<file path="config.mk">
export PLATFORM = sky130hd
export DESIGN_NAME = button_debounce_repeat
export DESIGN_NICKNAME = d
export VERILOG_FILES = /design/src/design/bdr_pkg.sv /design/src/design/bdr_lane.sv /design/src/design/bdr_repeat.sv /design/src/design/button_debounce_repeat.sv
export SDC_FILE = /design/constraint.sdc
export NUM_CORES = 1
export LEC_CHECK = 0
export ABC_AREA = 1
export BUFFER_PORTS_ARGS = -buffer_cell sky130_fd_sc_hd__buf_2
export CAP_MARGIN = 20
export CORE_ASPECT_RATIO = 1.2
export CORE_MARGIN = 1.5
export CORE_UTILIZATION = 40
export CTS_BUF_LIST = sky130_fd_sc_hd__clkbuf_4 sky130_fd_sc_hd__clkbuf_8
export DETAILED_ROUTE_END_ITERATION = 8
export GPL_TIMING_DRIVEN = 0
export PLACE_DENSITY = 0.67
export SLEW_MARGIN = 5
export SYNTH_ARGS = -nofsm -noshare
export SYNTH_HDL_FRONTEND = slang
export SYNTH_SLANG_ARGS = --single-unit
</file>
<file path="constraint.sdc">
create_clock -name clock -period 2.3 [get_ports clock]
set_clock_uncertainty 0.2 [all_clocks]
set_input_delay 0.115 -clock clock [delete_from_list [all_inputs] [get_ports clock]]
set_output_delay 0.115 -clock clock [all_outputs]
set_load 0.02 [all_outputs]
</file>
<file path="src/design/bdr_pkg.sv">
// Shared types, codes and reset values of the button debouncer.
// Depends on nothing; every module of the block imports it.
package bdr_pkg;

   localparam int NumButtons = 8;
   localparam int FieldWidth = 8;
   localparam int CsrIndexWidth = 2;

   typedef logic [FieldWidth-1:0] field_type;
   typedef logic [NumButtons-1:0] btn_type;

   typedef enum logic [2:0] {
      ModeTick   = 3'd0,
      ModePress  = 3'd1,
      ModeRepeat = 3'd2,
      ModeShort  = 3'd3,
      ModeLong   = 3'd4,
      ModeDown   = 3'd5
   } mode_type;

   typedef enum logic [CsrIndexWidth-1:0] {
      CsrRepeatMask  = 2'd0,
      CsrRepeatStart = 2'd1,
      CsrRepeatNext  = 2'd2
   } csr_index_type;

   localparam field_type RepeatMaskReset  = 8'hff;
   localparam field_type RepeatStartReset = 8'd50;
   localparam field_type RepeatNextReset  = 8'd20;

   typedef struct packed {
      logic     accept;
      mode_type mode;
      logic     rep_event;
   } lane_ctrl_type;

   typedef struct packed {
      logic deb_next;
      logic press_next;
      logic answer;
   } lane_result_type;

   typedef struct packed {
      logic     accept;
      mode_type mode;
      logic     long_hit;
      btn_type  deb_next;
      btn_type  press_next;
   } rep_ctrl_type;

endpackage

</file>
<file path="src/design/bdr_lane.sv">
// One button lane: two-bit vertical counter, debounced bit and event latches.
// Depends on bdr_pkg; the repeat event comes from bdr_repeat.
module bdr_lane import bdr_pkg::*; (
   input  logic            clock,
   input  logic            reset,
   input  lane_ctrl_type   ctrl,
   input  logic            pin,
   input  logic            query,
   input  logic            rep_mask,
   output lane_result_type result
);

   logic deb_ff, deb_in;
   logic cl_ff, cl_in;
   logic ch_ff, ch_in;
   logic press_ff, press_in;
   logic rep_ff, rep_in;
   logic diff, cl_new, ch_new, flip;
   logic answer, rep_take;

   always_comb begin
      diff     = deb_ff ^ ~pin;
      cl_new   = ~(cl_ff & diff);
      ch_new   = cl_new ^ (ch_ff & diff);
      flip     = diff & cl_new & ch_new;
      deb_in   = deb_ff;
      cl_in    = cl_ff;
      ch_in    = ch_ff;
      press_in = press_ff;
      answer   = 1'b0;
      rep_take = 1'b0;
      case (ctrl.mode)
         ModeTick: begin
            deb_in   = deb_ff ^ flip;
            cl_in    = cl_new;
            ch_in    = ch_new;
            press_in = press_ff | (deb_in & flip);
         end
         ModePress: begin
            answer   = query & press_ff;
            press_in = press_ff & ~answer;
         end
         ModeRepeat: begin
            answer = query & rep_ff;
         end
         ModeShort: begin
            answer   = query & ~deb_ff & press_ff;
            press_in = press_ff & ~answer;
         end
         ModeLong: begin
            rep_take = query & rep_ff;
            answer   = rep_take & press_ff;
            press_in = press_ff & ~answer;
         end
         ModeDown: begin
            answer = deb_ff & query;
         end
         default: begin
         end
      endcase
   end

   always_comb begin
      rep_in = rep_ff;
      case (ctrl.mode)
         ModeTick:   rep_in = rep_ff | (ctrl.rep_event & deb_in & rep_mask);
         ModeRepeat: rep_in = rep_ff & ~answer;
         ModeLong:   rep_in = rep_ff & ~rep_take;
         default:    rep_in = rep_ff;
      endcase
   end

   always_ff @(posedge clock) begin
      if (reset) begin
         deb_ff   <= 1'b0;
         cl_ff    <= 1'b0;
         ch_ff    <= 1'b0;
         press_ff <= 1'b0;
         rep_ff   <= 1'b0;
      end else if (ctrl.accept) begin
         deb_ff   <= deb_in;
         cl_ff    <= cl_in;
         ch_ff    <= ch_in;
         press_ff <= press_in;
         rep_ff   <= rep_in;
      end
   end

   assign result.deb_next   = deb_in;
   assign result.press_next = press_in;
   assign result.answer     = answer;

endmodule

</file>
<file path="src/design/bdr_repeat.sv">
// Shared repeat counter that merges the lanes' debounced and press state.
// Depends on bdr_pkg; drives the repeat event back into every bdr_lane.
module bdr_repeat import bdr_pkg::*; (
   input  logic         clock,
   input  logic         reset,
   input  rep_ctrl_type ctrl,
   input  btn_type      rep_mask,
   input  field_type    start_ticks,
   input  field_type    next_ticks,
   output logic         rep_event
);

   field_type cnt_ff, cnt_in;
   field_type dec;
   logic      any_press, any_down;

   always_comb begin
      any_press = |(ctrl.press_next & rep_mask);
      any_down  = |(ctrl.deb_next & rep_mask);
      dec       = cnt_ff - field_type'(1);
      cnt_in    = cnt_ff;
      rep_event = 1'b0;
      if (ctrl.mode == ModeTick) begin
         if (cnt_ff == '0) begin
            if (any_press) begin
               cnt_in = (&start_ticks) ? start_ticks : start_ticks + field_type'(1);
            end
         end else if (!any_down) begin
            cnt_in = '0;
         end else if (dec == field_type'(1)) begin
            cnt_in    = next_ticks;
            rep_event = 1'b1;
         end else begin
            cnt_in = dec;
         end
      end else if (ctrl.mode == ModeLong && ctrl.long_hit) begin
         cnt_in = '0;
      end
   end

   always_ff @(posedge clock) begin
      if (reset) begin
         cnt_ff <= '0;
      end else if (ctrl.accept) begin
         cnt_ff <= cnt_in;
      end
   end

endmodule

</file>
<file path="src/design/button_debounce_repeat.sv">
// Channel  | Direction | Beat contents
// req      | in        | mode, raw_pins, query_mask
// rsp      | out       | answer_bits, debounced_now
// csr      | in        | write_enable, index, write_data (no read-back)
//
// The lanes and the repeat counter compute each beat combinationally, and the result
// lands in a single output register in the cycle after the input beat is taken.
// A new input beat is taken whenever the output register is empty or being drained.
// Synchronous active-high reset clears all button state and loads register defaults.
// A stalled result holds the input side only while rsp_ready stays low.
module button_debounce_repeat import bdr_pkg::*; (
   input  logic                     clock,
   input  logic                     reset,
   input  logic                     req_valid,
   output logic                     req_ready,
   input  logic [2:0]               req_mode,
   input  field_type                req_raw_pins,
   input  field_type                req_query_mask,
   output logic                     rsp_valid,
   input  logic                     rsp_ready,
   output field_type                rsp_answer_bits,
   output field_type                rsp_debounced_now,
   input  logic                     csr_write_enable,
   input  logic [CsrIndexWidth-1:0] csr_index,
   input  field_type                csr_write_data
);

   field_type       rep_mask_ff, start_ff, next_ff;
   logic            rsp_valid_ff, rsp_valid_in;
   field_type       answer_ff, debounced_ff;
   logic            accept;
   logic            rep_event;
   mode_type        mode;
   btn_type         answer_vec, deb_vec, press_vec, rm_vec;
   lane_ctrl_type   lane_ctrl;
   lane_result_type lane_res [NumButtons];
   rep_ctrl_type    rep_ctrl;

   assign mode      = mode_type'(req_mode);
   assign req_ready = !rsp_valid_ff || rsp_ready;
   assign accept    = req_valid && req_ready;
   assign rm_vec    = rep_mask_ff[NumButtons-1:0];

   assign lane_ctrl.accept    = accept;
   assign lane_ctrl.mode      = mode;
   assign lane_ctrl.rep_event = rep_event;

   for (genvar g = 0; g < NumButtons; g++) begin : g_lane
      bdr_lane u_lane (
         .clock    (clock),
         .reset    (reset),
         .ctrl     (lane_ctrl),
         .pin      (req_raw_pins[g]),
         .query    (req_query_mask[g]),
         .rep_mask (rm_vec[g]),
         .result   (lane_res[g])
      );
      assign answer_vec[g] = lane_res[g].answer;
      assign deb_vec[g]    = lane_res[g].deb_next;
      assign press_vec[g]  = lane_res[g].press_next;
   end

   assign rep_ctrl.accept     = accept;
   assign rep_ctrl.mode       = mode;
   assign rep_ctrl.long_hit   = |answer_vec;
   assign rep_ctrl.deb_next   = deb_vec;
   assign rep_ctrl.press_next = press_vec;

   bdr_repeat u_repeat (
      .clock       (clock),
      .reset       (reset),
      .ctrl        (rep_ctrl),
      .rep_mask    (rm_vec),
      .start_ticks (start_ff),
      .next_ticks  (next_ff),
      .rep_event   (rep_event)
   );

   always_ff @(posedge clock) begin
      if (reset) begin
         rep_mask_ff <= RepeatMaskReset;
         start_ff    <= RepeatStartReset;
         next_ff     <= RepeatNextReset;
      end else if (csr_write_enable) begin
         case (csr_index_type'(csr_index))
            CsrRepeatMask:  rep_mask_ff <= csr_write_data;
            CsrRepeatStart: start_ff    <= csr_write_data;
            CsrRepeatNext:  next_ff     <= csr_write_data;
            default: begin
            end
         endcase
      end
   end

   always_comb begin
      rsp_valid_in = rsp_valid_ff;
      if (accept) begin
         rsp_valid_in = 1'b1;
      end else if (rsp_ready) begin
         rsp_valid_in = 1'b0;
      end
   end

   always_ff @(posedge clock) begin
      if (reset) begin
         rsp_valid_ff <= 1'b0;
      end else begin
         rsp_valid_ff <= rsp_valid_in;
      end
   end

   always_ff @(posedge clock) begin
      if (accept) begin
         answer_ff    <= field_type'(answer_vec);
         debounced_ff <= field_type'(deb_vec);
      end
   end

   assign rsp_valid         = rsp_valid_ff;
   assign rsp_answer_bits   = answer_ff;
   assign rsp_debounced_now = debounced_ff;

endmodule

</file>
* Yosys cells after proc, flatten, opt, wreduce, memory -nomap -nowiden
Cells that the tools add are included.
** Word-level totals
- Output and inout bits :: 18
- Word-level logic and storage cells :: 381
- Register bits :: 89
** Cells by class
- Add/sub/neg operators :: 2
- Bitwise operators :: 250
- Muxes and demuxes :: 53
- Reduce and logical (&&, ||, !) cells :: 20
- Equal/unequal tests :: 9
** Operator list (count)
- bitwise AND 1 bit :: 144
- NOT 1 bit :: 64
- 2-to-1 mux 8 bit :: 7
- case mux 1 bit (5 select lines) :: 8
- case mux 1 bit (4 select lines) :: 8
- case mux 1 bit (3 select lines) :: 8
- OR reduction 8 bit :: 3
- bitwise XOR 1 bit :: 24
- 2-to-1 mux 1 bit :: 22
- bitwise AND 8 bit :: 2
- bitwise OR 1 bit :: 16
- AND reduction 2 bit :: 5
- adder 8 x 1 -> 8 bit, second input constant :: 1
- equality test 8 x 1 -> 1 bit, second input constant :: 1
- logical NOT 8 bit :: 1
- AND reduction 8 bit :: 1
- subtractor 8 x 1 -> 8 bit, second input constant :: 1
- equality test 3 x 2 -> 1 bit, second input constant :: 2
- equality test 3 bit, second input constant :: 2
- nonzero test 2 bit :: 2
- equality test 3 x 1 -> 1 bit, second input constant :: 1
- logical NOT 3 bit :: 1
- != test 3 x 2 -> 1 bit, second input constant :: 1
- AND reduction 3 bit :: 1
- other kinds (7) :: 8

* Logic depth before layout (Yosys ltp)
Gate-level depths: netlist of the first run.
- Word-level depth :: 17
- Depth in mapped cells :: 16
- Mapped depth without buffers :: 16

* By module
Synthesis of the first run repeated with hierarchy kept, for this count alone.
** Unflattened totals
- Cells, all modules :: 967
- Area, all modules :: 6394.9 µm²
** Modules (own cells, without submodules)
- bdr_lane at g_lane[0].u_lane ... :: area an instance 473.0 µm², cells each 77, times used 7
- button_debounce_repeat :: area an instance 1515.2 µm², cells each 158, times used 1
- bdr_repeat :: area an instance 1084.8 µm², cells each 192, times used 1
- bdr_lane at g_lane[7].u_lane :: area an instance 484.2 µm², cells each 78, times used 1

* Worst setup path before layout of the first run
No wires, ideal clock.
- Kind :: register to register
- Start :: reg g_lane[3].u_lane.deb_ff
- End :: reg g_lane[5].u_lane.rep_ff
- Path buffers :: 0
- Stages on the path, launching flop included :: 14
- Arrival :: 1.920 ns
- Slack :: 0.101 ns
- Library setup time :: 0.080 ns
- Required time :: 2.020 ns
- Cell sequence :: dfxtp_1 > xor2_1 > or2_2 > nor2_1 > ha_1 > nand3_1 > nand3_1 > nand2_1 > nor2_1 > nand2_4 > nand2_2 > nor2_8 > a21oi_1 > a211oi_2
** On the way
- Word-level cells in the longest chain between the ends :: 16
** Ends and longest elaborated chain
- start, declared :: line bdr_lane.sv:13 : logic deb_ff, deb_in;
- start signal, assigned :: line bdr_lane.sv:81 : deb_ff <= deb_in;
- bitwise XOR 1 bit :: line bdr_lane.sv:22 : diff = deb_ff ^ ~pin;
- bitwise AND 1 bit :: line bdr_lane.sv:23 : cl_new = ~(cl_ff & diff);
- NOT 1 bit :: line bdr_lane.sv:23
- bitwise AND 1 bit / bitwise XOR 1 bit (equally long branches) :: line bdr_lane.sv:25, bdr_lane.sv:24
- bitwise AND 1 bit :: line bdr_lane.sv:25 : flip = diff & cl_new & ch_new;
- bitwise XOR 1 bit :: line bdr_lane.sv:34 : deb_in = deb_ff ^ flip;
- 2-to-1 mux 1 bit * :: line bdr_lane.sv:32 : case (ctrl.mode)
- bitwise AND 8 bit * :: line bdr_repeat.sv:19 : any_down = |(ctrl.deb_next & rep_mask);
- OR reduction 8 bit * :: line bdr_repeat.sv:19
- 2-to-1 mux 1 bit * :: line bdr_repeat.sv:28 : end else if (!any_down) begin
- 2-to-1 mux 1 bit * :: line bdr_repeat.sv:24 : if (cnt_ff == '0) begin
- 2-to-1 mux 1 bit * :: line bdr_repeat.sv:23 : if (ctrl.mode == ModeTick) begin
- bitwise AND 1 bit * (2 in series) :: line bdr_lane.sv:66 : ModeTick: rep_in = rep_ff | (ctrl.rep_event & deb_in & rep_mask);
- bitwise OR 1 bit * :: line bdr_lane.sv:66
- case mux 1 bit (3 select lines) * :: line bdr_lane.sv:65 : case (ctrl.mode)
- end signal, assigned :: line bdr_lane.sv:85 : rep_ff <= rep_in;
- end, declared :: line bdr_lane.sv:17 : logic rep_ff, rep_in;
Mark *: on every way between the ends. The rest lies on a longest branch, timed or not.
A chain may end at the register's enable or synchronous reset.

* Worst setup path after layout of the first run
- Start :: reg g_lane[7].u_lane.deb_ff
- End :: reg g_lane[2].u_lane.rep_ff
** On the way
- Word-level cells in the longest chain between the ends :: 16
** Ends and longest elaborated chain (line)
- start, declared :: bdr_lane.sv:13
- start signal, assigned :: bdr_lane.sv:81
- bitwise XOR 1 bit :: bdr_lane.sv:22
- bitwise AND 1 bit :: bdr_lane.sv:23
- NOT 1 bit :: bdr_lane.sv:23
- bitwise AND 1 bit / bitwise XOR 1 bit (equally long branches) :: bdr_lane.sv:25, bdr_lane.sv:24
- bitwise AND 1 bit :: bdr_lane.sv:25
- bitwise XOR 1 bit :: bdr_lane.sv:34
- 2-to-1 mux 1 bit * :: bdr_lane.sv:32
- bitwise AND 8 bit * :: bdr_repeat.sv:19
- OR reduction 8 bit * :: bdr_repeat.sv:19
- 2-to-1 mux 1 bit * :: bdr_repeat.sv:28
- 2-to-1 mux 1 bit * :: bdr_repeat.sv:24
- 2-to-1 mux 1 bit * :: bdr_repeat.sv:23
- bitwise AND 1 bit * (2 in series) :: bdr_lane.sv:66
- bitwise OR 1 bit * :: bdr_lane.sv:66
- case mux 1 bit (3 select lines) * :: bdr_lane.sv:65
- end signal, assigned :: bdr_lane.sv:85
- end, declared :: bdr_lane.sv:17
Marks and branches as above.

==> results of run 1 <==
cell families after synthesis:
logic type / count (synthesis) / synth area share [%]
xor+xnor: 14 / 2.23
compound gates: 121 / 14.1
flops: 89 / 35.4
buf+inv: 114 / 9.11
simple gates: 450 / 36.7
fa+ha+maj: 11 / 2.51
layout make-up:
class	instances	area [um2]
clock buffer	12	165
multi-input combinational	596	3400
inverter	89	339
clock inverter	4	48.8
buffer	24	165
timing repair buffer	95	671
sequential	89	1970
tap	168	210
fill	1278	6330
repair_timing:
item                                    CTS  global route
hold buffers                             23             0
hold endpoints to repair                 41             0
endpoints found under the setup margin   16            18
buffers inserted                         17             8
pin swaps                                24            29
resized for setup                        57            28
worst max-delay path, cell delays in order (launching register included):
cell      delay [ps]
dfxtp_4          370
xnor2_2          140
nand2_1           80
nor2_1           160
ha_1             290
nand3_2          100
nand3_2          100
nand2_2          110
nor2_4            60
nand2_4          110
nand2_4           80
nor2_8           230
a21oi_2           90
a211oi_2         150
flip-flops by register name (all words and copies together), names as in the netlist:
| name | flops |
|---|---|
| rep_mask_ff | 8 |
| rsp_answer_bits | 8 |
| g_lane.u_lane.press_ff | 8 |
| g_lane.u_lane.cl_ff | 8 |
| g_lane.u_lane.deb_ff | 8 |
| g_lane.u_lane.rep_ff | 8 |
| g_lane.u_lane.ch_ff | 8 |
| next_ff | 8 |
| rsp_debounced_now | 8 |
| rsp_valid | 1 |
| start_ff | 8 |
| u_repeat.cnt_ff | 8 |
worst max-delay path by stage:
stage	startpoint	endpoint	cells after the start
2_1_floorplan	g_lane[3].u_lane.deb_ff	g_lane[5].u_lane.rep_ff	13
3_3_place_gp	g_lane[6].u_lane.deb_ff	u_repeat.cnt_ff[0]	15
3_5_place_dp	g_lane[6].u_lane.deb_ff	u_repeat.cnt_ff[0]	15
4_1_cts	g_lane[3].u_lane.deb_ff	g_lane[1].u_lane.rep_ff	13
5_1_grt	g_lane[7].u_lane.deb_ff	g_lane[2].u_lane.rep_ff	13
6_report	g_lane[7].u_lane.deb_ff	g_lane[2].u_lane.rep_ff	13
through the flow:
stage	hold WS [ps]	TNS (ps)	setup slack, ps
global placement	180	-11700	-432
finish	23.8	-306	-50.8
CTS	4.86	-379	-69.0
global route	82.6	-2430	-202
floorplan	41.3	0	101
detailed placement	187	-5720	-420
cells in the final DEF, fill, tap and decap left out, types with 12 or more instances in the layout:
| cell | netlist | layout |
|---|---|---|
| buf_2 | 3 | 51 |
| nor3_1 | 19 | 18 |
| nand2_2 | 6 | 13 |
| nand2_1 | 206 | 197 |
| nor2_1 | 101 | 94 |
| clkbuf_8 | 0 | 12 |
| nand3_1 | 82 | 69 |
| inv_1 | 82 | 81 |
| buf_4 | 1 | 22 |
| nand3_2 | 5 | 17 |
| dlygate4sd3_1 | 0 | 23 |
| edfxtp_1 | 16 | 16 |
| a211oi_1 | 17 | 17 |
| dfxtp_1 | 73 | 65 |
| o21ai_0 | 27 | 27 |
| a21oi_1 | 41 | 34 |
metal layers:
layer  wire [um]  vias up
met5           0        -
met2        8280      225
met1        6790     2644
li1            -     2842
met3         971       53
met4         744        0
power by group:
group          internal (mW)  total (mW)  switching (mW)
Clock                  0.591        1.18           0.593
Sequential              1.65        1.71          0.0563
Combinational          0.368       0.936           0.568
Total                   2.61        3.83            1.22
==> metrics.cfg, run 1 <==
[synthesis]
synth-edff-count = 16
synth_top_area_share_pct = 26.6
synth-async-reset-ratio_pct = 0
postSynthCellCount = 799
syn_area_mm2 = 0.00549
synth-main-ff-cell = dfxtp_1
synth_area_leaders = dfxtp_1 (27%), nand2_1 (14%), edfxtp_1 (8.7%)
yosysUniqueCellTypes = 44
synthTopCellsByCount = nand2_1 (206), nor2_1 (101), inv_1 (82), nand3_1 (82), dfxtp_1 (73)
synth_top_area_cell = dfxtp_1
synth-warning-count = 0
seq_area_frac_synth_pct = 35.4
synth_nets = 844
syn_avg_cell_area_um2 = 6.87
yosysMostFrequentCell = nand2_1
synth-seq-cells = 89

[die]
row_count = 46
design.core.area_mm2 = 0.0133
initial_utilization_pct = 41.3
die_area_mm2 = 0.0144
die_h_um = 131
chipWidth_um = 110
ioPinCount = 52

[sta]
maxSlewViolCount = 0
finalCriticalPeriod_ps = 2350
relSlewSlack_pct = 51.5
timing.final.ws_setup_ps = -50.8
setup_viol = 12
max_freq_mhz = 425
rsz0062_at_grt = yes
max_slew.worst_pin.slew_ps = 728
min_period_over_period_pct = 102
finalHoldViolCount = 0

[worst_setup_path]
endpoint_kind = register
arrival_ps = 2450
required_ps = 2400
worstReg2RegStart = g_lane[7].u_lane.deb_ff
crit_fanout = 8
path_class = register to register
r2r_cells = 13
start_kind = register
r2r_end = g_lane[2].u_lane.rep_ff
r2r_setup_slack_ps = -50

[place]
gp_congestion = 0.959
dp.cells = 1015
dpl_cell_area_mm2 = 0.00594
port_buffers = 48
hpwl_um = 12000

[final_layout]
fin_nets = 949
utilization_pct = 52.4
syn_to_final_growth_pct = 26.8
drive_gt1_share_pct = 23.2
num_antenna_cells = 0
stdcell_count = 1077
fin_area_mm2 = 0.00697

[clocking]
cts_tree = done
cts_buffers = 9
clockBufferDepth = 2
path_clk_slew_ps = 90
h-tree-depth = 3
clk_latency_ps = 380
clkSinkCount = 89
clock-root-buffer = clkbuf_8

[hold_path]
min_path_cells = 5
min_path_type = primary input to register
holdPathEnd = rsp_answer_bits[4]
min_from = req_query_mask[4]

[drt]
ant_nets = 0
post_drt_wl_per_cell_um = 15.6
drc = 0
dr.pass1.iters = 6
vias = 5764
drt_iter0_drc = 350
drt-total-wl_um = 16800
vias_per_cell = 5.35

[power_and_ir_drop]
total_power_mw = 3.83
ir_drop_mv = 0.292
power.static_leakage_nw = 3.05
p_per_area_mw_per_mm2 = 550

[global_routing]
met2_usage_pct = 40.0
use_met3_pct = 3.03
top_usage_layer = met2
met1_usage_pct = 29.6
grtUsageTotal_pct = 24.2
grt_first_pass_wirelength_um = 27100
grt_max_degree = 26
antenna_found_initial = 0
grt_pass1_vias = 5544
grt.overflow.total = 0

[run_status]
violations = negative setup slack
status = finished with violations

[run]
maxCapViolCount = 0

No activity file was read; power rests on OpenSTA's default activity.
==> run 2: changes to the inputs <==
--- a/config.mk
+++ b/config.mk
@@ -14,7 +14,7 @@
 export CTS_BUF_LIST = sky130_fd_sc_hd__clkbuf_4 sky130_fd_sc_hd__clkbuf_8
 export DETAILED_ROUTE_END_ITERATION = 8
 export GPL_TIMING_DRIVEN = 0
-export PLACE_DENSITY = 0.67
+export PLACE_DENSITY = 0.65
 export SLEW_MARGIN = 5
 export SYNTH_ARGS = -nofsm -noshare
 export SYNTH_HDL_FRONTEND = slang
==> constraint.sdc (replaced) <==
create_clock -name clock -period 2.4 [get_ports clock]
set_clock_uncertainty 0.2 [all_clocks]
set_input_delay 0.12 -clock clock [delete_from_list [all_inputs] [get_ports clock]]
set_output_delay 0.12 -clock clock [all_outputs]
set_load 0.02 [all_outputs]
==> metrics.cfg, run 2 (synthesized netlist as in run 1, its figures left out) <==
[place]
hpwl_um = 12100
gp_congestion = 0.977
port_buffers = 48
dpl_cell_area_mm2 = 0.00594

[drt]
wl_met3_um = 1050
drt_iter0_drc = 428
dr.pass1.iters = 5
met1_length_um = 6770
ant_nets = 0
drc = 0
dr.max_layer_used = met4
vias_per_cell = 5.32
vias = 5691
post_drt_wl_per_cell_um = 15.9
drt-total-wl_um = 17000
wl_met2_um = 8240

[final_layout]
ff_latch_area_mm2 = 0.00197
n_fill_cell = 1300
num_antenna_cells = 0
final_cell_mix = nand2_1 (198), nor2_1 (91), inv_1 (81), nand3_1 (70), dfxtp_1 (65)
fin_area_mm2 = 0.00698
utilization_pct = 52.5
syn_to_final_growth_pct = 27.1
drive_gt1_share_pct = 22.4
fin_nets = 942
mostFrequentLayoutCell = nand2_1
multiInputGateArea_mm2 = 0.00341

[worst_setup_path]
path_class = register to register
path_delay_family = simple AND/OR/NAND/NOR gates
critPathMaxStageDelay_ps = 370
path_buf_inv = 0
start_kind = register
arrival_ps = 2470
crit_path_top_delay_cell = dfxtp_4
required_ps = 2520
endpoint_kind = register
path_cells = xor2_2 > or2_4 > nor2_4 > ha_4 > nand3_2 > nand3_2 > nand2_2 > nor2_2 > nand2_4 > nand2_4 > nor2_8 > a21oi_2 > a211oi_2
crit_fanout = 8

[die]
chipWidth_um = 110
ioPinCount = 52
die_h_um = 131
die_area_mm2 = 0.0144
initial_utilization_pct = 41.3
row_count = 46
design.core.area_mm2 = 0.0133

[global_routing]
antenna_found_initial = 0
grt_pass1_vias = 5479
grtUsageTotal_pct = 24.5
grt_first_pass_wirelength_um = 27000
grt_max_degree = 26
grt.overflow.total = 0

[sta]
finalCriticalPeriod_ps = 2350
rsz0062_at_grt = yes
min_period_over_period_pct = 97.8
relSlewSlack_pct = 55.9
whs_ps = 23.9
finalHoldViolCount = 0
maxSlewViolCount = 0
setup_viol = 0
max_freq_mhz = 426
max_slew.worst_pin.slew_ps = 656

[clocking]
h-tree-depth = 3
clkSinkCount = 89
cts_tree = done
clock-root-buffer = clkbuf_8
clockBufferDepth = 2
clk_latency_ps = 400
cts_buffers = 9
path_clk_slew_ps = 100

[power_and_ir_drop]
power.static_leakage_nw = 3.06
ir_drop_mv = 0.313
p_per_area_mw_per_mm2 = 574

[run_status]
status = complete, no violations

[hold_path]
min_path_type = primary input to register

[run]
maxCapViolCount = 0

-- run 2: changes by cell type in the layout (fill, tap and decap cells not counted), sizes merged --
cell         previous run  this run
clkbuf                 23        19
dlygate4sd3            23        27
buf                    85        75
bufinv                  1         5
inv                    88        87
-- run 2: layout make-up --
| type | count | area share, % |
|---|---|---|
| multi-input cells | 596 | 48.8 |
| repair buffers | 88 | 8.71 |
| flip-flops and latches | 89 | 28.2 |
| inverters | 89 | 4.89 |
| clock buffers | 9 | 1.77 |
| well taps | 168 | 3.01 |
| plain buffers | 24 | 2.29 |
| clock inverters | 7 | 2.38 |
-- run 2: routing by layer --
layer  global-route usage, %  vias up
li1                        -     2846
met1                    29.9     2589
met2                    40.6      205
met3                    2.93       51
met4                    14.5        0
met5                       0        -
-- run 2: worst min-delay path: stages --
cell,delay [ps]
buf_2,120
nand2_1,60
nand2_1,50
nand2_1,50
nand2_2,100
-- run 2: timing repair --
action,4_1_cts,5_1_grt
endpoints found under the hold margin,40,0
hold buffers,27,0
gates resized for setup,48,35
setup endpoints to repair,16,16
setup buffers,8,5
pin swaps,16,15
-- run 2: worst paths after layout --
path / start / to / slack [ps] / depth (start not counted)
min: req_query_mask[4] / rsp_answer_bits[4] / 20 / 5
min reg2reg: next_ff[3] / next_ff[3] / 260 / 2
max: g_lane[3].u_lane.deb_ff / g_lane[2].u_lane.rep_ff / 50 / 13
max reg2reg: g_lane[3].u_lane.deb_ff / g_lane[2].u_lane.rep_ff / 50 / 13
-- run 2: power breakdown --
part           switching [mW]  total, mW  internal (mW)
Combinational           0.535      0.858          0.323
Sequential             0.0558       1.64           1.59
Clock                   0.603       1.51          0.903
Total                    1.19       4.01           2.81
-- run 2: per-stage QoR --
stage                     std cells  setup TNS, ps  power (mW)  setup slack, ps
final                          1070              0        4.01             53.6
after global routing           1070           -489        4.17            -76.9
after CTS                      1066              0        3.98             1.56
after detailed placement       1015          -2710        2.38             -241
after global placement         1015          -5920        2.38             -250
after floorplan                 799              0        2.16              201
==> run 3: changes to the inputs <==
--- a/config.mk
+++ b/config.mk
@@ -8,7 +8,7 @@
 export ABC_AREA = 1
 export BUFFER_PORTS_ARGS = -buffer_cell sky130_fd_sc_hd__buf_2
 export CAP_MARGIN = 20
-export CORE_ASPECT_RATIO = 1.2
+export CORE_ASPECT_RATIO = 0.5
 export CORE_MARGIN = 1.5
 export CORE_UTILIZATION = 40
 export CTS_BUF_LIST = sky130_fd_sc_hd__clkbuf_4 sky130_fd_sc_hd__clkbuf_8
==> metrics.cfg, run 3 (synthesized netlist as in run 1, its figures left out) <==
[run_status]
status = complete, no violations

[final_layout]
ff_latch_area_mm2 = 0.00196
fin_nets = 936
n_fill_cell = 1316
stdcell_count = 1072
multiInputGateArea_mm2 = 0.00335
fin_area_mm2 = 0.00681
final_cell_mix = nand2_1 (198), nor2_1 (92), inv_1 (81), nand3_1 (66), dfxtp_1 (65)
syn_to_final_growth_pct = 23.9
mostFrequentLayoutCell = nand2_1
drive_gt1_share_pct = 22.1
num_antenna_cells = 0

[sta]
min_period_over_period_pct = 98.7
timing.final.ws_setup_ps = 31.3
relSlewSlack_pct = 44.6
maxSlewViolCount = 0
setup_viol = 0
max_freq_mhz = 422
rsz0062_at_grt = yes
finalHoldViolCount = 0
finalCriticalPeriod_ps = 2370
max_slew.worst_pin.slew_ps = 825

[worst_setup_path]
path_class = primary input to register
arrival_ps = 2460
endpoint_kind = register
required_ps = 2490
crit_fanout = 8
start_kind = primary input

[drt]
dr.pass1.iters = 5
vias = 5734
drt-total-wl_um = 17000
ant_nets = 0
drt_iter0_drc = 519
vias_per_cell = 5.35
post_drt_wl_per_cell_um = 15.9
drc = 0

[power_and_ir_drop]
ir_drop_mv = 0.207
clockPowerShare_pct = 31.1
pwr-share-comb_pct = 23.2
power.static_leakage_nw = 2.98
total_power_mw = 3.60
p_per_area_mw_per_mm2 = 529
p_sw_share_pct = 32.0
seqPwrFrac_pct = 45.7
internal_power_mw = 2.45
netSwitchingPower_mw = 1.15

[clocking]
h-tree-depth = 3
clkSinkCount = 89
clock-root-buffer = clkbuf_8
clk_latency_ps = 380
path_clk_slew_ps = 80
clockBufferDepth = 2
cts_buffers = 9
cts_tree = done

[hold_path]
min_path_type = primary input to register

[global_routing]
antenna_found_initial = 0
grt_pass1_vias = 5204
grt.overflow.total = 0
grt_first_pass_wirelength_um = 26400
grt_max_degree = 17
grtUsageTotal_pct = 23.7

[die]
design.core.area_mm2 = 0.0135
row_count = 30
chipWidth_um = 169
ioPinCount = 52
die_h_um = 85.9
initial_utilization_pct = 40.8
die_area_mm2 = 0.0145

[place]
preCtsSetupSlack_ps = -327
hpwl_um = 12500
dp.cells = 1024
dpl_cell_area_mm2 = 0.00596
port_buffers = 48
gp_congestion = 0.987

[run]
maxCapViolCount = 0

## run 3: power by group through the flow
stage / clock network (mW) / logic [mW] / registers, mW
global route: 1.19 / 0.919 / 1.65
CTS: 1.14 / 0.756 / 1.64
finish: 1.12 / 0.837 / 1.65
floorplan: 0 / 0.471 / 1.69
detailed placement: 0 / 0.704 / 1.68
global placement: 0 / 0.691 / 1.68
## run 3: metrics by stage
stage               util (%)  hold WS [ps]  setup TNS (ps)
finish                  50.5          9.46               0
global placement        44.2           170           -5800
global route            50.5          24.0            -243
floorplan                  -          46.3               0
detailed placement      44.3           173           -3960
CTS                     48.2         0.978               0
## run 3: cell type report
class / instances / area share [%]
multi-input combinational: 596 / 49.3
sequential: 89 / 28.9
timing repair buffer: 82 / 8.22
inverter: 89 / 4.98
tap: 176 / 3.24
clock buffer: 12 / 2.33
buffer: 24 / 2.33
clock inverter: 4 / 0.754
## run 3: layer usage
| metal | wire length (um) | track usage [%] | vias to the layer above |
|---|---|---|---|
| li1 | - | - | 2828 |
| met1 | 7670 | 32.0 | 2648 |
| met3 | 1490 | 4.66 | 30 |
| met4 | 294 | 6.33 | 0 |
| met5 | 0 | 0 | - |
| met2 | 7590 | 39.1 | 228 |
## run 3: critical path: stages
cell and delay (ps):
dlygate4sd3_1 530, buf_2 130, xnor2_2 180, nand2_2 80, nor2_2 140, ha_1 270, nand3_2 100, nand3_2 120
nand2_4 100, nor2_4 40, nand2_4 100, nand2_4 70, nor2_8 220, a21oi_2 80, nor3_1 150
## run 3: path summary, 6_finish.rpt
path                      startpoint                       to  slack [ps]  cells after the start
max reg2reg  g_lane[1].u_lane.deb_ff  g_lane[1].u_lane.rep_ff          60                     13
min reg2reg               next_ff[6]               next_ff[6]         260                      2
max                  req_raw_pins[2]  g_lane[1].u_lane.rep_ff          30                     15
min                 csr_write_enable               next_ff[0]           9                      4
## run 3: what timing repair did
item	CTS	global route
hold endpoints to repair	38	0
endpoints found under the setup margin	16	16
gates resized for setup	22	56
hold buffers	23	0
setup buffers	2	9
pin swaps	2	32
